## src/rtl/bsp_pkg.sv

```systemverilog
`timescale 1ns / 1ps
// ----------------------------------------------------------------------------
// bsp_pkg
// Shared types, widths and helpers of the B-spline basis evaluator.
// ----------------------------------------------------------------------------
package bsp_pkg;

   localparam int MaxKnots  = 32;
   localparam int MaxDegree = 3;
   localparam int FracBits  = 16;

   localparam int ValW  = FracBits + 1;            // knot, u, basis width
   localparam int AddrW = $clog2(MaxKnots);
   localparam int DiffW = ValW + 1;                // signed left/right terms
   localparam int DsrW  = DiffW;                   // positive divisor width
   localparam int DvdW  = 36;                      // |a| * N + d/2, even
   localparam int SumW  = DvdW + 2;                // saved + signed term

   localparam logic [ValW-1:0] FixOne = ValW'(1) << FracBits;

   localparam logic [1:0] CSR_DEGREE = 2'd0;
   localparam logic [1:0] CSR_KNOTS  = 2'd1;

   localparam logic OP_LOAD = 1'b0;
   localparam logic OP_EVAL = 1'b1;

   typedef enum logic [4:0] {
      S_IDLE, S_EQ_RD, S_EQ_CHK, S_SRCH_RD, S_SRCH_CHK, S_LO_RD, S_LO_CHK,
      S_HI_RD, S_HI_CHK, S_LR_RDL, S_LR_L, S_LR_RDR, S_LR_R, S_REC_MUL,
      S_REC_START, S_REC_WAIT, S_REC_APPLY, S_FINISH
   } state_type;

   // clamp a signed sum to [0, 1.0]
   function automatic logic [ValW-1:0] sat_unit(input logic signed [SumW-1:0] v);
      logic [ValW-1:0] res;
      if (v < 0) begin
         res = '0;
      end else if (v > $signed({{(SumW-ValW){1'b0}}, FixOne})) begin
         res = FixOne;
      end else begin
         res = v[ValW-1:0];
      end
      return res;
   endfunction

endpackage

```

## src/rtl/bspline_basis_evaluator_top.sv

```systemverilog
`timescale 1ns / 1ps
// ----------------------------------------------------------------------------
// bspline_basis_evaluator_top
// Knot store, span search and Cox-de Boor basis recurrence on one divider.
// ----------------------------------------------------------------------------
//  channel | ports                          | direction
//  --------+--------------------------------+----------
//  req     | req_valid/ready, op, knot, u   | in
//  rsp     | rsp_valid/ready, span, basis   | out
//  csr     | csr_valid/ready, index, data   | in
//
//  A load item is written into the knot store as it is accepted. An evaluate
//  item runs a sequencer around one knot memory read port (a read state, then
//  a check state, per read) and one radix-4 divider (two divisions per
//  recurrence term), p*(p+1)/2 terms. New items are taken only while idle.
//  Reset is synchronous; knots are undefined until written. A pending result
//  in the output register does not block a new item; the sequencer waits at
//  its end only if the previous result has not been taken.
// ----------------------------------------------------------------------------
module bspline_basis_evaluator_top (
   input  logic                         clock,
   input  logic                         reset,
   input  logic                         req_valid,
   output logic                         req_ready,
   input  logic                         req_op,
   input  logic [4:0]                   req_knot_index,
   input  logic [bsp_pkg::ValW-1:0]     req_knot_value,
   input  logic [bsp_pkg::ValW-1:0]     req_eval_u,
   output logic                         rsp_valid,
   input  logic                         rsp_ready,
   output logic [4:0]                   rsp_span_index,
   output logic [bsp_pkg::ValW-1:0]     rsp_basis_0,
   output logic [bsp_pkg::ValW-1:0]     rsp_basis_1,
   output logic [bsp_pkg::ValW-1:0]     rsp_basis_2,
   output logic [bsp_pkg::ValW-1:0]     rsp_basis_3,
   input  logic                         csr_valid,
   output logic                         csr_ready,
   input  logic [1:0]                   csr_index,
   input  logic [5:0]                   csr_data
);
   import bsp_pkg::*;

   state_type state_ff, state_in;

   // configuration
   logic [1:0] degree_ff;
   logic [5:0] kiu_ff;

   // knot memory
   logic [ValW-1:0]  mem [MaxKnots];
   logic [ValW-1:0]  rd_data_ff;
   logic [AddrW-1:0] rd_addr;

   // evaluation state
   logic [ValW-1:0]  u_ff, lo_ff;
   logic [1:0]       deg_ff;
   logic [AddrW-1:0] n_ff, first_ff, count_ff, span_ff;
   logic [1:0]       j_ff, r_ff;
   logic             phase_ff;
   logic [ValW-1:0]  saved_ff;
   logic [ValW-1:0]  nb_ff [4];
   logic signed [DiffW-1:0] lft_ff [1:3];
   logic signed [DiffW-1:0] rgt_ff [1:3];
   logic signed [DvdW:0]    tr_ff;
   logic [DvdW-1:0] dvd_ff;
   logic [DsrW-1:0] dsr_ff;
   logic            neg_ff, dpos_ff;

   // result register
   logic             rsp_valid_ff;
   logic [AddrW-1:0] rsp_span_ff;
   logic [ValW-1:0]  rsp_basis_ff [4];

   logic req_take, load_take, eval_take, rsp_load;
   logic div_start, div_done;
   logic [DvdW-1:0] div_q;

   // derived degree and knot count at accept
   logic [3:0] kmin;
   logic [5:0] kn;
   logic [5:0] n_calc;

   // search step
   logic [AddrW-1:0] step, probe;

   // recurrence datapath
   logic signed [DiffW-1:0] a_sel, rgt_sel, lft_sel;
   logic signed [DiffW:0]   d_sum;
   logic [DiffW-1:0]        abs_a;
   logic [DiffW+ValW-1:0]   prod;
   logic signed [DvdW:0]    term;
   logic signed [SumW-1:0]  acc;
   logic [ValW-1:0]         nb_new, saved_new;
   logic [ValW-1:0]         u_lo;

   assign req_take  = req_valid && req_ready;
   assign load_take = req_take && (req_op == OP_LOAD);
   assign eval_take = req_take && (req_op == OP_EVAL);
   assign rsp_load  = (state_ff == S_FINISH) && (!rsp_valid_ff || rsp_ready);
   assign csr_ready = 1'b1;

   always_comb begin
      kmin   = {1'b0, degree_ff, 1'b0} + 4'd2;
      if (kiu_ff < {2'b00, kmin}) begin
         kn = {2'b00, kmin};
      end else if (kiu_ff > 6'(MaxKnots)) begin
         kn = 6'(MaxKnots);
      end else begin
         kn = kiu_ff;
      end
      n_calc = kn - {4'd0, degree_ff} - 6'd2;

      step  = count_ff >> 1;
      probe = first_ff + step;

      rgt_sel = rgt_ff[r_ff + 2'd1];
      lft_sel = lft_ff[j_ff - r_ff];
      a_sel   = phase_ff ? lft_sel : rgt_sel;
      d_sum   = {rgt_sel[DiffW-1], rgt_sel} + {lft_sel[DiffW-1], lft_sel};
      abs_a   = a_sel[DiffW-1] ? DiffW'(-a_sel) : DiffW'(a_sel);
      prod    = abs_a * nb_ff[r_ff];

      if (!dpos_ff) begin
         term = '0;
      end else if (neg_ff) begin
         term = -$signed({1'b0, div_q});
      end else begin
         term = $signed({1'b0, div_q});
      end
      acc       = $signed({{(SumW-ValW){1'b0}}, saved_ff}) + SumW'(tr_ff);
      nb_new    = sat_unit(acc);
      saved_new = sat_unit(SumW'(term));

      u_lo = (u_ff < lo_ff) ? lo_ff : u_ff;
   end

   // next state
   always_comb begin
      state_in = state_ff;
      case (state_ff)
         S_IDLE:      if (eval_take) state_in = S_EQ_RD;
         S_EQ_RD:     state_in = S_EQ_CHK;
         S_EQ_CHK:    state_in = (rd_data_ff == u_ff) ? S_LO_RD : S_SRCH_RD;
         S_SRCH_RD:   state_in = S_SRCH_CHK;
         S_SRCH_CHK: begin
            if (rd_data_ff <= u_ff) begin
               state_in = (count_ff - step - AddrW'(1) == '0) ? S_LO_RD : S_SRCH_RD;
            end else begin
               state_in = (step == '0) ? S_LO_RD : S_SRCH_RD;
            end
         end
         S_LO_RD:     state_in = S_LO_CHK;
         S_LO_CHK:    state_in = S_HI_RD;
         S_HI_RD:     state_in = S_HI_CHK;
         S_HI_CHK:    state_in = (deg_ff == 2'd0) ? S_FINISH : S_LR_RDL;
         S_LR_RDL:    state_in = S_LR_L;
         S_LR_L:      state_in = S_LR_RDR;
         S_LR_RDR:    state_in = S_LR_R;
         S_LR_R:      state_in = (j_ff == deg_ff) ? S_REC_MUL : S_LR_RDL;
         S_REC_MUL:   state_in = S_REC_START;
         S_REC_START: state_in = dpos_ff ? S_REC_WAIT : S_REC_APPLY;
         S_REC_WAIT:  if (div_done) state_in = S_REC_APPLY;
         S_REC_APPLY: begin
            if (phase_ff && (r_ff == j_ff - 2'd1) && (j_ff == deg_ff)) begin
               state_in = S_FINISH;
            end else begin
               state_in = S_REC_MUL;
            end
         end
         S_FINISH:    if (rsp_load) state_in = S_IDLE;
         default:     state_in = S_IDLE;
      endcase
   end

   // outputs of the sequencer
   always_comb begin
      req_ready = 1'b0;
      div_start = 1'b0;
      rd_addr   = '0;
      case (state_ff)
         S_IDLE:      req_ready = 1'b1;
         S_EQ_RD:     rd_addr   = n_ff + AddrW'(1);
         S_SRCH_RD:   rd_addr   = probe;
         S_LO_RD:     rd_addr   = span_ff;
         S_HI_RD:     rd_addr   = span_ff + AddrW'(1);
         S_LR_RDL:    rd_addr   = span_ff + AddrW'(1) - AddrW'(j_ff);
         S_LR_RDR:    rd_addr   = span_ff + AddrW'(j_ff);
         S_REC_START: div_start = dpos_ff;
         default:     rd_addr   = '0;
      endcase
   end

   // knot memory: one write, one registered read
   always_ff @(posedge clock) begin
      if (load_take) begin
         mem[req_knot_index] <= req_knot_value;
      end
      rd_data_ff <= mem[rd_addr];
   end

   // control registers
   always_ff @(posedge clock) begin
      if (reset) begin
         state_ff     <= S_IDLE;
         degree_ff    <= 2'd3;
         kiu_ff       <= 6'd8;
         rsp_valid_ff <= 1'b0;
      end else begin
         state_ff <= state_in;
         if (csr_valid && csr_ready) begin
            if (csr_index == CSR_DEGREE) begin
               degree_ff <= csr_data[1:0];
            end else if (csr_index == CSR_KNOTS) begin
               kiu_ff <= csr_data;
            end
         end
         if (rsp_load) begin
            rsp_valid_ff <= 1'b1;
         end else if (rsp_ready) begin
            rsp_valid_ff <= 1'b0;
         end
      end
   end

   // evaluation datapath
   always_ff @(posedge clock) begin
      case (state_ff)
         S_IDLE: begin
            if (eval_take) begin
               u_ff     <= req_eval_u;
               deg_ff   <= degree_ff;
               n_ff     <= n_calc[AddrW-1:0];
               span_ff  <= n_calc[AddrW-1:0];
               first_ff <= AddrW'(degree_ff);
               count_ff <= AddrW'(n_calc + 6'd1 - {4'd0, degree_ff});
               nb_ff[0] <= FixOne;
               nb_ff[1] <= '0;
               nb_ff[2] <= '0;
               nb_ff[3] <= '0;
               j_ff     <= 2'd1;
            end
         end
         S_SRCH_CHK: begin
            // advance the upper-bound search; fix the span when it closes
            if (rd_data_ff <= u_ff) begin
               first_ff <= probe + AddrW'(1);
               count_ff <= count_ff - step - AddrW'(1);
               span_ff  <= (probe + AddrW'(1) > AddrW'(deg_ff)) ? probe : AddrW'(deg_ff);
            end else begin
               count_ff <= step;
               span_ff  <= (first_ff > AddrW'(deg_ff)) ? first_ff - AddrW'(1)
                                                       : AddrW'(deg_ff);
            end
         end
         S_LO_CHK: lo_ff <= rd_data_ff;
         S_HI_CHK: u_ff  <= (u_lo > rd_data_ff) ? rd_data_ff : u_lo;
         S_LR_L:   lft_ff[j_ff] <= $signed({1'b0, u_ff}) - $signed({1'b0, rd_data_ff});
         S_LR_R: begin
            rgt_ff[j_ff] <= $signed({1'b0, rd_data_ff}) - $signed({1'b0, u_ff});
            if (j_ff == deg_ff) begin
               j_ff     <= 2'd1;
               r_ff     <= 2'd0;
               phase_ff <= 1'b0;
               saved_ff <= '0;
            end else begin
               j_ff <= j_ff + 2'd1;
            end
         end
         S_REC_MUL: begin
            dvd_ff  <= DvdW'(prod) + DvdW'(d_sum[DiffW-1:1]);
            dsr_ff  <= d_sum[DsrW-1:0];
            neg_ff  <= a_sel[DiffW-1];
            dpos_ff <= !d_sum[DiffW] && (d_sum != '0);
         end
         S_REC_APPLY: begin
            if (!phase_ff) begin
               tr_ff    <= term;
               phase_ff <= 1'b1;
            end else begin
               nb_ff[r_ff] <= nb_new;
               phase_ff    <= 1'b0;
               if (r_ff == j_ff - 2'd1) begin
                  nb_ff[j_ff] <= saved_new;
                  j_ff        <= j_ff + 2'd1;
                  r_ff        <= 2'd0;
                  saved_ff    <= '0;
               end else begin
                  r_ff     <= r_ff + 2'd1;
                  saved_ff <= saved_new;
               end
            end
         end
         default: ;
      endcase
   end

   // result register
   always_ff @(posedge clock) begin
      if (rsp_load) begin
         rsp_span_ff     <= span_ff;
         rsp_basis_ff[0] <= nb_ff[0];
         rsp_basis_ff[1] <= nb_ff[1];
         rsp_basis_ff[2] <= nb_ff[2];
         rsp_basis_ff[3] <= nb_ff[3];
      end
   end

   bsp_div u_div (
      .clock    (clock),
      .reset    (reset),
      .start    (div_start),
      .dividend (dvd_ff),
      .divisor  (dsr_ff),
      .done     (div_done),
      .quotient (div_q)
   );

   assign rsp_valid      = rsp_valid_ff;
   assign rsp_span_index = rsp_span_ff;
   assign rsp_basis_0    = rsp_basis_ff[0];
   assign rsp_basis_1    = rsp_basis_ff[1];
   assign rsp_basis_2    = rsp_basis_ff[2];
   assign rsp_basis_3    = rsp_basis_ff[3];

endmodule

```

## src/rtl/bsp_div.sv

```systemverilog
`timescale 1ns / 1ps
// ----------------------------------------------------------------------------
// bsp_div
// Restoring unsigned divider, two quotient bits per cycle.
// ----------------------------------------------------------------------------
module bsp_div (
   input  logic                      clock,
   input  logic                      reset,
   input  logic                      start,
   input  logic [bsp_pkg::DvdW-1:0]  dividend,
   input  logic [bsp_pkg::DsrW-1:0]  divisor,
   output logic                      done,
   output logic [bsp_pkg::DvdW-1:0]  quotient
);
   import bsp_pkg::*;

   localparam int Steps = DvdW / 2;
   localparam int CntW  = $clog2(Steps + 1);

   logic              busy_ff, busy_in;
   logic              done_ff, done_in;
   logic [CntW-1:0]   cnt_ff, cnt_in;
   logic [DsrW-1:0]   rem_ff, rem_in;
   logic [DsrW-1:0]   dsr_ff, dsr_in;
   logic [DvdW-1:0]   quo_ff, quo_in;
   logic [DsrW:0]     r1, r2, r1s, r2s;
   logic              ge1, ge2;

   always_comb begin
      r1  = {rem_ff, quo_ff[DvdW-1]};
      ge1 = r1 >= {1'b0, dsr_ff};
      r1s = ge1 ? r1 - {1'b0, dsr_ff} : r1;
      r2  = {r1s[DsrW-1:0], quo_ff[DvdW-2]};
      ge2 = r2 >= {1'b0, dsr_ff};
      r2s = ge2 ? r2 - {1'b0, dsr_ff} : r2;

      busy_in = busy_ff;
      done_in = 1'b0;
      cnt_in  = cnt_ff;
      rem_in  = rem_ff;
      dsr_in  = dsr_ff;
      quo_in  = quo_ff;
      if (start) begin
         busy_in = 1'b1;
         cnt_in  = CntW'(Steps);
         rem_in  = '0;
         dsr_in  = divisor;
         quo_in  = dividend;
      end else if (busy_ff) begin
         rem_in = r2s[DsrW-1:0];
         quo_in = {quo_ff[DvdW-3:0], ge1, ge2};
         cnt_in = cnt_ff - CntW'(1);
         if (cnt_ff == CntW'(1)) begin
            busy_in = 1'b0;
            done_in = 1'b1;
         end
      end
   end

   always_ff @(posedge clock) begin
      if (reset) begin
         busy_ff <= 1'b0;
         done_ff <= 1'b0;
         cnt_ff  <= '0;
      end else begin
         busy_ff <= busy_in;
         done_ff <= done_in;
         cnt_ff  <= cnt_in;
      end
      rem_ff <= rem_in;
      dsr_ff <= dsr_in;
      quo_ff <= quo_in;
   end

   assign done     = done_ff;
   assign quotient = quo_ff;

endmodule

```

## config.mk

```make
export PLATFORM = sky130hd
export DESIGN_NAME = bspline_basis_evaluator_top
export DESIGN_NICKNAME = d
export VERILOG_FILES = /design/src/rtl/bsp_pkg.sv /design/src/rtl/bspline_basis_evaluator_top.sv /design/src/rtl/bsp_div.sv
export SDC_FILE = /design/constraint.sdc
export NUM_CORES = 2
export LEC_CHECK = 0
export BUFFER_PORTS_ARGS = -buffer_cell sky130_fd_sc_hd__buf_2
export CAP_MARGIN = 10
export CORE_MARGIN = 2
export CORE_UTILIZATION = 35
export DETAILED_ROUTE_END_ITERATION = 8
export PLACE_DENSITY_LB_ADDON = 0.2
export SETUP_SLACK_MARGIN = 0.4
export SYNTH_ARGS = -nofsm -noshare
export SYNTH_HDL_FRONTEND = slang
export SYNTH_HIERARCHICAL = 1
export SYNTH_SLANG_ARGS = --single-unit
```

## constraint.sdc

```tcl
create_clock -name clock -period 24.8 [get_ports clock]
set_input_delay 1.24 -clock clock [delete_from_list [all_inputs] [get_ports clock]]
set_output_delay 1.24 -clock clock [all_outputs]
set_load 0.03 [all_outputs]
```

# Word level (Yosys, flattened, before mapping)
# Memory sizes are Yosys's and may differ from the RTL's. A register that Yosys moved wholly into a read port is not among the register bits.
# Cells that the tools add are included.
[totals] register_bits=269 latchBits=0 ramBits=788 rom_bits=0 input_bits=53 output_inout_bits=76 word_cells=238 n_memories=5
[memory_table] memory="mem" depth=32 word_bits=17 read_ports=1 rd_clocked_by_memory_dff=1 wr=1 line_no="bspline_basis_evaluator_top.sv:50" text="logic [ValW-1:0] mem [MaxKnots];"
[memory_table] memory="nb_ff" depth=4 word_bits=17 read_ports=5 rd_clocked_by_memory_dff=1 wr=4 line_no="bspline_basis_evaluator_top.sv:61" text="logic [ValW-1:0] nb_ff [4];"
[memory_table] memory="rsp_basis_ff" depth=4 word_bits=17 read_ports=4 rd_clocked_by_memory_dff=0 wr=4 line_no="bspline_basis_evaluator_top.sv:72" text="logic [ValW-1:0] rsp_basis_ff [4];"
[memory_table] memory="lft_ff" depth=3 word_bits=18 read_ports=1 rd_clocked_by_memory_dff=0 wr=1 line_no="bspline_basis_evaluator_top.sv:62" text="logic signed [DiffW-1:0] lft_ff [1:3];"
[memory_table] memory="rgt_ff" depth=3 word_bits=18 read_ports=1 rd_clocked_by_memory_dff=0 wr=1 line_no="bspline_basis_evaluator_top.sv:63" text="logic signed [DiffW-1:0] rgt_ff [1:3];"
[op_classes] n_addsub=28 n_mul=1 n_div=0 order_cmp=13 eq_ne=29 n_shift=0 n_mux=93 n_bitwise=4 n_reduce_logical=37
[ops] cell="17-bit 2-to-1 mux" n=12
[ops] cell="5-bit 2-to-1 mux" n=18
[ops] cell="5-bit case mux with 18 select lines" n=1
[ops] cell="37-bit 2-to-1 mux" n=2
[ops] cell="18-bit 2-to-1 mux" n=4
[ops] cell="36-bit 2-to-1 mux" n=2
[ops] cell="17-bit case mux with 2 select lines" n=2
[ops] cell="5-bit by 4-bit == test with 1-bit output, second input constant" n=8
[ops] cell="18-bit by 37-bit adder with 38-bit output" n=1
[ops] cell="19-bit by 18-bit >= comparator with 1-bit output" n=2
[ops] cell="38-bit by 18-bit > comparator with 1-bit output, second input constant" n=1
[ops] cell="38-bit by 1-bit less-than comparator with 1-bit output, second input constant" n=1
[ops] cell="37-bit by 18-bit > comparator with 1-bit output, second input constant" n=1
[ops] cell="37-bit by 1-bit less-than comparator with 1-bit output, second input constant" n=1
[ops] cell="36-bit negator with 37-bit output" n=1
[ops] cell="35-bit by 17-bit adder with 36-bit output" n=1
[ops] cell="17-bit by 17-bit subtractor with 18-bit output" n=2
[ops] cell="18-bit subtractor" n=2
[ops] cell="18-bit by 17-bit multiplier with 35-bit output" n=1
[ops] cell="17-bit OR reduction" n=2
[ops] cell="1-bit 2-to-1 mux" n=30
[ops] cell="5-bit case mux with 2 select lines" n=3
[ops] cell="5-bit case mux with 6 select lines" n=1
[ops] cell="5-bit by 1-bit adder with 5-bit output, second input constant" n=4
[ops] cell="other kinds (46)" n=102

# Logic depth before layout (Yosys ltp)
[logic_depth] word_depth=9 mapped_depth=37 ltp_nobuf=36

# By module
# Netlist, hierarchy kept.
[modules_own_cells] module="bspline_basis_evaluator_top" instances=1 cells_per_inst=5133 area_each_um2=57528.9 seq_area_each_um2=29608.4
[modules_own_cells] module="bsp_div" instances=1 cells_per_inst=502 area_each_um2=5337.6 seq_area_each_um2=2122.0

# Worst setup path after synthesis
# Ideal clock, no wire load.
[synth_timing] path_kind="reg2reg" from="register j_ff[0]" to="register dvd_ff[33], data pin" setup_time_ps=258 arrival_ps=9123 t_required_ps=24542 slack_ps=15419 path_stages_with_launch=36 path_buffers=3 period_less_slack_ps=9381 cell_sequence="edfxtp_1 > inv_1 > ha_1 > clkbuf_1 > mux2_2 > mux2_2 > mux2_2 > or2_1 > nor3_1 > and2_1 > and3_1 > clkbuf_1 > nor2_1 > xnor2_1 > clkbuf_1 > nor2_1 > fa_1 > inv_1 > fa_1 > fa_1 > inv_1 > fa_1 > fa_1 > inv_1 > fa_1 > inv_1 > ha_1 > a2111oi_0 > nand2_1 > o2111ai_1 > a22oi_1 > a211o_1 > a31oi_1 > o21bai_1 > a21oi_1 > xnor2_1"
[synth_via] elab_chain_len=7 elab_cells_between_ends=8 classes_between="add/sub (4); mul (1); mux (2); memory (1)"
[synth_lines] element="start: declaration" line_no="bspline_basis_evaluator_top.sv:58" text="logic [1:0] j_ff, r_ff;"
[synth_lines] element="start signal: assignment" line_no="bspline_basis_evaluator_top.sv:266" text="j_ff <= j_ff + 2'd1;"
[synth_lines] element="start signal: assignment" line_no="bspline_basis_evaluator_top.sv:284" text="j_ff <= j_ff + 2'd1;"
[synth_lines] element="2-bit subtractor (*)" line_no="bspline_basis_evaluator_top.sv:117" text="lft_sel = lft_ff[j_ff - r_ff];"
[synth_lines] element="memory read 3 x 18 bit (*)"
[synth_lines] element="18-bit 2-to-1 mux" line_no="bspline_basis_evaluator_top.sv:118" text="a_sel = phase_ff ? lft_sel : rgt_sel;"
[synth_lines] element="18-bit negator" line_no="bspline_basis_evaluator_top.sv:120" text="abs_a = a_sel[DiffW-1] ? DiffW'(-a_sel) : DiffW'(a_sel);"
[synth_lines] element="18-bit 2-to-1 mux" line_no="bspline_basis_evaluator_top.sv:120"
[synth_lines] element="18-bit by 17-bit multiplier with 35-bit output" line_no="bspline_basis_evaluator_top.sv:121" text="prod = abs_a * nb_ff[r_ff];"
[synth_lines] element="35-bit by 17-bit adder with 36-bit output (*)" line_no="bspline_basis_evaluator_top.sv:270" text="dvd_ff <= DvdW'(prod) + DvdW'(d_sum[DiffW-1:1]);"
[synth_lines] element="end signal: assignment" line_no="bspline_basis_evaluator_top.sv:270"
[synth_lines] element="end: declaration" line_no="bspline_basis_evaluator_top.sv:65" text="logic [DvdW-1:0] dvd_ff;"
# Mark *: on every way between the ends. The rest lies on a longest branch, timed or not.
# A chain may end at the register's enable or synchronous reset.

# Worst setup path in the final report
[layout_timing] from="register r_ff[0]" to="register dvd_ff[33], data pin"
[layout_via] elab_chain_len=7 elab_cells_between_ends=10 classes_between="add/sub (5); mul (1); mux (2); memory (2)"
[layout_lines] element="start: declaration" line_no="bspline_basis_evaluator_top.sv:58"
[layout_lines] element="start signal: assignment" line_no="bspline_basis_evaluator_top.sv:288" text="r_ff <= r_ff + 2'd1;"
[layout_lines] element="2-bit by 1-bit adder with 2-bit output or 2-bit subtractor (tied branches)" line_no="bspline_basis_evaluator_top.sv:116, bspline_basis_evaluator_top.sv:117"
[layout_lines] element="memory read 3 x 18 bit (on tied branches)"
[layout_lines] element="18-bit 2-to-1 mux" line_no="bspline_basis_evaluator_top.sv:118"
[layout_lines] element="18-bit negator" line_no="bspline_basis_evaluator_top.sv:120"
[layout_lines] element="18-bit 2-to-1 mux" line_no="bspline_basis_evaluator_top.sv:120"
[layout_lines] element="18-bit by 17-bit multiplier with 35-bit output" line_no="bspline_basis_evaluator_top.sv:121"
[layout_lines] element="35-bit by 17-bit adder with 36-bit output (*)" line_no="bspline_basis_evaluator_top.sv:270"
# Marked as above.

==> impl_summary.md <==
Yosys
During synthesis, Yosys emitted a total of 6 warnings. In this run the mean area of a mapped cell was 11.2 um^2. The share of synthesized area spent on multiplexers is 3.64%. In this run, distinct cell masters in the synthesized netlist total 114. The dominant combinational cell family by area after synthesis is adder cells. The post-synthesis compound-gate area fraction is 10.7%.

After synthesis the netlist holds a flip-flop and latch count of about 1100. Ranked by total cell area, the synthesized netlist is headed by edfxtp_1, fa_1, ha_1. The prevailing post-synth register cell is edfxtp_1. The share of synthesized registers carrying an async set or reset is 0%. Synthesis produced a netlist with a net count of 6251. Counting instances in the post-synthesis netlist gives the leading cell types as edfxtp_1, nand2_1, inv_1.

Summing the areas of all fa, ha and maj instances in the mapped netlist gives 14.4% of the synthesized area. Of the total synthesized cell area, the portion taken by XOR and XNOR cells is 2.65%. Of the total synthesized cell area, the portion taken by AND, OR, NAND and NOR gates is 13.3%. Yosys mapped a number of flops with a built-in enable equal to roughly 1000. The area share of the largest cell type after synthesis is 48.6%.

Sequential elements use 50.5% of the synthesized area. The cell area after synthesis is roughly 0.063 mm^2. The most frequent cell after synthesis is edfxtp_1. The count of mapped cells out of synthesis is 5635.

The dominant cell type by area after synthesis is edfxtp_1.

Clock network
The root buffer cell is clkbuf_16. For this design, the CTS-stage hold fixing added 0 buffers. The CTS buffer count is 115. The longest clock path from root to sink contains 3 buffers.

TritonCTS built the clock tree. The count of instances resized after the clock tree is built is 0. The clock-pin slew reported for the worst setup and hold paths after clock tree synthesis is 0.06 ns. The total setup buffers inserted after CTS is 0.

The later pin in the worst-skew pair is clocked with a latency of around 0.77 ns. The H-tree generated during clock tree synthesis spans 3 levels. CTS saw 1076 sinks.

Placed design
In this run the tool buffered the top-level ports with 127 buffer cells. The final RePlAce weighted congestion is just under 0.9. The cell area after placement is 0.0663 mm^2. Before CTS, the worst setup slack after placement is 14.39 ns. The sum of net half-perimeters after detailed placement is 125000 um.

Timing
The highest clock rate is 96.0 MHz. The final critical path time including I/O delays and setup is 10.42 ns. The worst path uses 42.0% of the clock period.

The worst clock skew on the final layout is around 0.077 ns. The count of endpoints failing hold in the final timing report came to 0. Headroom to the max-slew limit came out at 21.2%. Adding up every negative setup slack in the final design gives 0 ns.

Setup repair after global routing left no endpoint under its margin. The count of endpoints failing setup in the final report is 0. The worst path setup slack after routing is 14.38 ns. The number of pins with negative max-slew slack in the final report is 0. The transition at the pin with the smallest max-transition slack is 1.18 ns.

Finish
With fillers left out, the area of the finished cells amounts to between 0.07 and 0.08 mm^2. The final net count is approximately 6300. The multi-input combinational cell area is 0.0283 mm^2.

The share of cells above drive strength 1 is 10.3%. Relative to the synthesized area, the layout overhead comes to 11.5%. For this run, the share of the core covered by cells in the final layout is between 30% and 40%. The area used by sequential logic in the layout is 0.0317 mm^2. The filler cells instantiated in the layout total 17341.

Floorplanning
The floorplan has 155 rows. The initial utilization of the core area, before any placement, comes to 35.2%. The I/O pin count is 129. The area of the die is around 0.18 mm^2.

The vertical die dimension is 428 um. The core area is between 0.15 and 0.2 mm^2. The width of the die is 428 um.

Detailed routing
The remaining number of nets flagged by the antenna check after routing is 0. The routed design has 179000 um of wire. In this run, the number of DRC markers left after iteration 0 of detailed routing was 3407. The detailed router placed 43023 vias in this run. The detailed-router iteration count before antenna repair is 7.

Dividing the detail-routed via count by the number of cells gives 5.26. For this run, design rule violations remaining after detail routing come to 0. The mean routed wirelength per cell is between 20 and 25 um.

GRT
Summed over all layers, the global routing overflow is 0. Across every metal layer, demand over resource in global routing totals 19.2%. The number of antenna violations at the first check in global routing is 8. The first global-routing pass estimated 271000 um of wire.

The number of global-route vias before repair is 43031. Entering global routing, the biggest net connects 150 pins.

Worst setup path
The cell type with the highest occurrence count on the critical path is fa_1. By startpoint and endpoint, the worst setup path is classified as reg2reg. The startpoint of the worst register-to-register path is r_ff[0].

The start point of the critical path is r_ff[0]. The setup slack of the worst register-to-register path is 14.38 ns. The maximum fanout along the worst path is 38. The arrival time at the worst endpoint is 10.94 ns.

The cell at the slowest stage of the critical path is xnor2_1. The delay of the slowest cell on the worst path is 0.75 ns. The type of destination of the critical path is a flop. The worst setup path is launched from a flop.

The most critical setup path has its endpoint at dvd_ff[33]. The critical path required time is around 25 ns. The end of the worst register-to-register path is dvd_ff[33]. The worst register-to-register path has a depth of 33.

Flow run
The tool flagged a number of max-cap violations equal to 0.

Worst hold path
The tightest min-delay check is of the reg2reg type.

Run status
The flow ran to the end, and the final reports show no timing, DRC or antenna violations.
[placed cells by master, fill, tap and decap left out, types with 56 or more instances in the layout]
cell type  netlist  layout
clkbuf_16        0     116
dfxtp_1         58      57
buf_4            6      97
mux2_2          82      82
nand2_1        810     810
nand2b_1        56      56
xnor2_1        101     101
ha_1           294     294
a21o_1          63      63
fa_1           269     269
edfxtp_1      1018    1018
nor2_1         407     372
nand3_1        144     144
inv_1          517     517
xor2_1          87      87
and3_1          91      91
a21oi_1        229     229
mux2i_1        122     120
o22ai_1         77      77
buf_2            4     127
a311oi_1       102     102
o21ai_1         52      57
nor3_1          74      72
o21ai_0        123     115
[metal layers]
metal	vias to the layer above	track usage (%)	routed length (um)
met4	10	5.82	5410
met3	246	2.82	8310
met5	-	0	54
met2	1048	32.5	86300
met1	21488	25.3	78700
li1	20231	-	-
[how the worst min path moves through the flow]
| stage | startpoint | end | slack [ns] | cells after the start |
|---|---|---|---|---|
| 6_report | dsr_ff[15] | u_div/dsr_ff[15] | 0.42 | 0 |
| 5_1_grt | dsr_ff[12] | u_div/dsr_ff[12] | 0.42 | 0 |
| 4_1_cts | dsr_ff[15] | u_div/dsr_ff[15] | 0.42 | 0 |
| 3_5_place_dp | dsr_ff[5] | u_div/dsr_ff[5] | 0.41 | 0 |
| 3_3_place_gp | dsr_ff[6] | u_div/dsr_ff[6] | 0.40 | 0 |
| 2_1_floorplan | dsr_ff[0] | u_div/dsr_ff[0] | 0.40 | 0 |
[sequential cells by signal (all words and copies together) (netlist names), 6 cells and up, named ones only]
| register | count |
|---|---|
| saved_ff | 17 |
| rsp_basis_ff | 68 |
| u_ff | 17 |
| dvd_ff | 36 |
| u_div/rem_ff | 18 |
| lo_ff | 17 |
| rgt_ff | 54 |
| tr_ff | 37 |
| rd_data_ff | 17 |
| u_div/quotient | 36 |
| kiu_ff | 6 |
| dsr_ff | 18 |
| u_div/dsr_ff | 18 |
| lft_ff | 54 |
| nb_ff | 68 |
| mem | 544 |
[area by class of cell]
type,count,area share (%)
antenna,3,0.0107
timing repair buffer,225,1.97
clock inverter,47,0.799
clock buffer,169,4.62
tap,2355,4.20
inverter,521,2.79
sequential,1076,45.3
multi-input combinational,3785,40.4
[through the flow]
| step | hold WS [ns] | instances |
|---|---|---|
| detailed placement | 0.406 | 7962 |
| CTS | 0.422 | 8178 |
| floorplan | 0.400 | 5635 |
| finish | 0.422 | 8181 |
| global route | 0.425 | 8178 |
| global placement | 0.404 | 7962 |
[cells by family (layout without fill, tap and decap cells)]
kind of cell	count (synthesis)	after routing
simple gates	1829	1829
flops	1076	1076
compound gates	991	991
buf+inv	774	962
fa+ha+maj	563	563
mux	212	212
xor+xnor	189	189
other cells	1	4
[worst max-delay path, delay by kind of cell, from the launching register on]
kind                     cells  cell delay, ns
adder cells (fa/ha/maj)      8            3.75
AO/OA/AOI/OAI                8            2.19
AND/OR/NAND/NOR              6            1.35
multiplexers                 3            0.96
XOR/XNOR                     2            0.83
buffers and inverters        6            0.79
flip-flops                   1            0.35
Power is left out: the tool's default activity adds up to more than one toggle a clock period on the data nets, which glitch-free logic cannot reach.
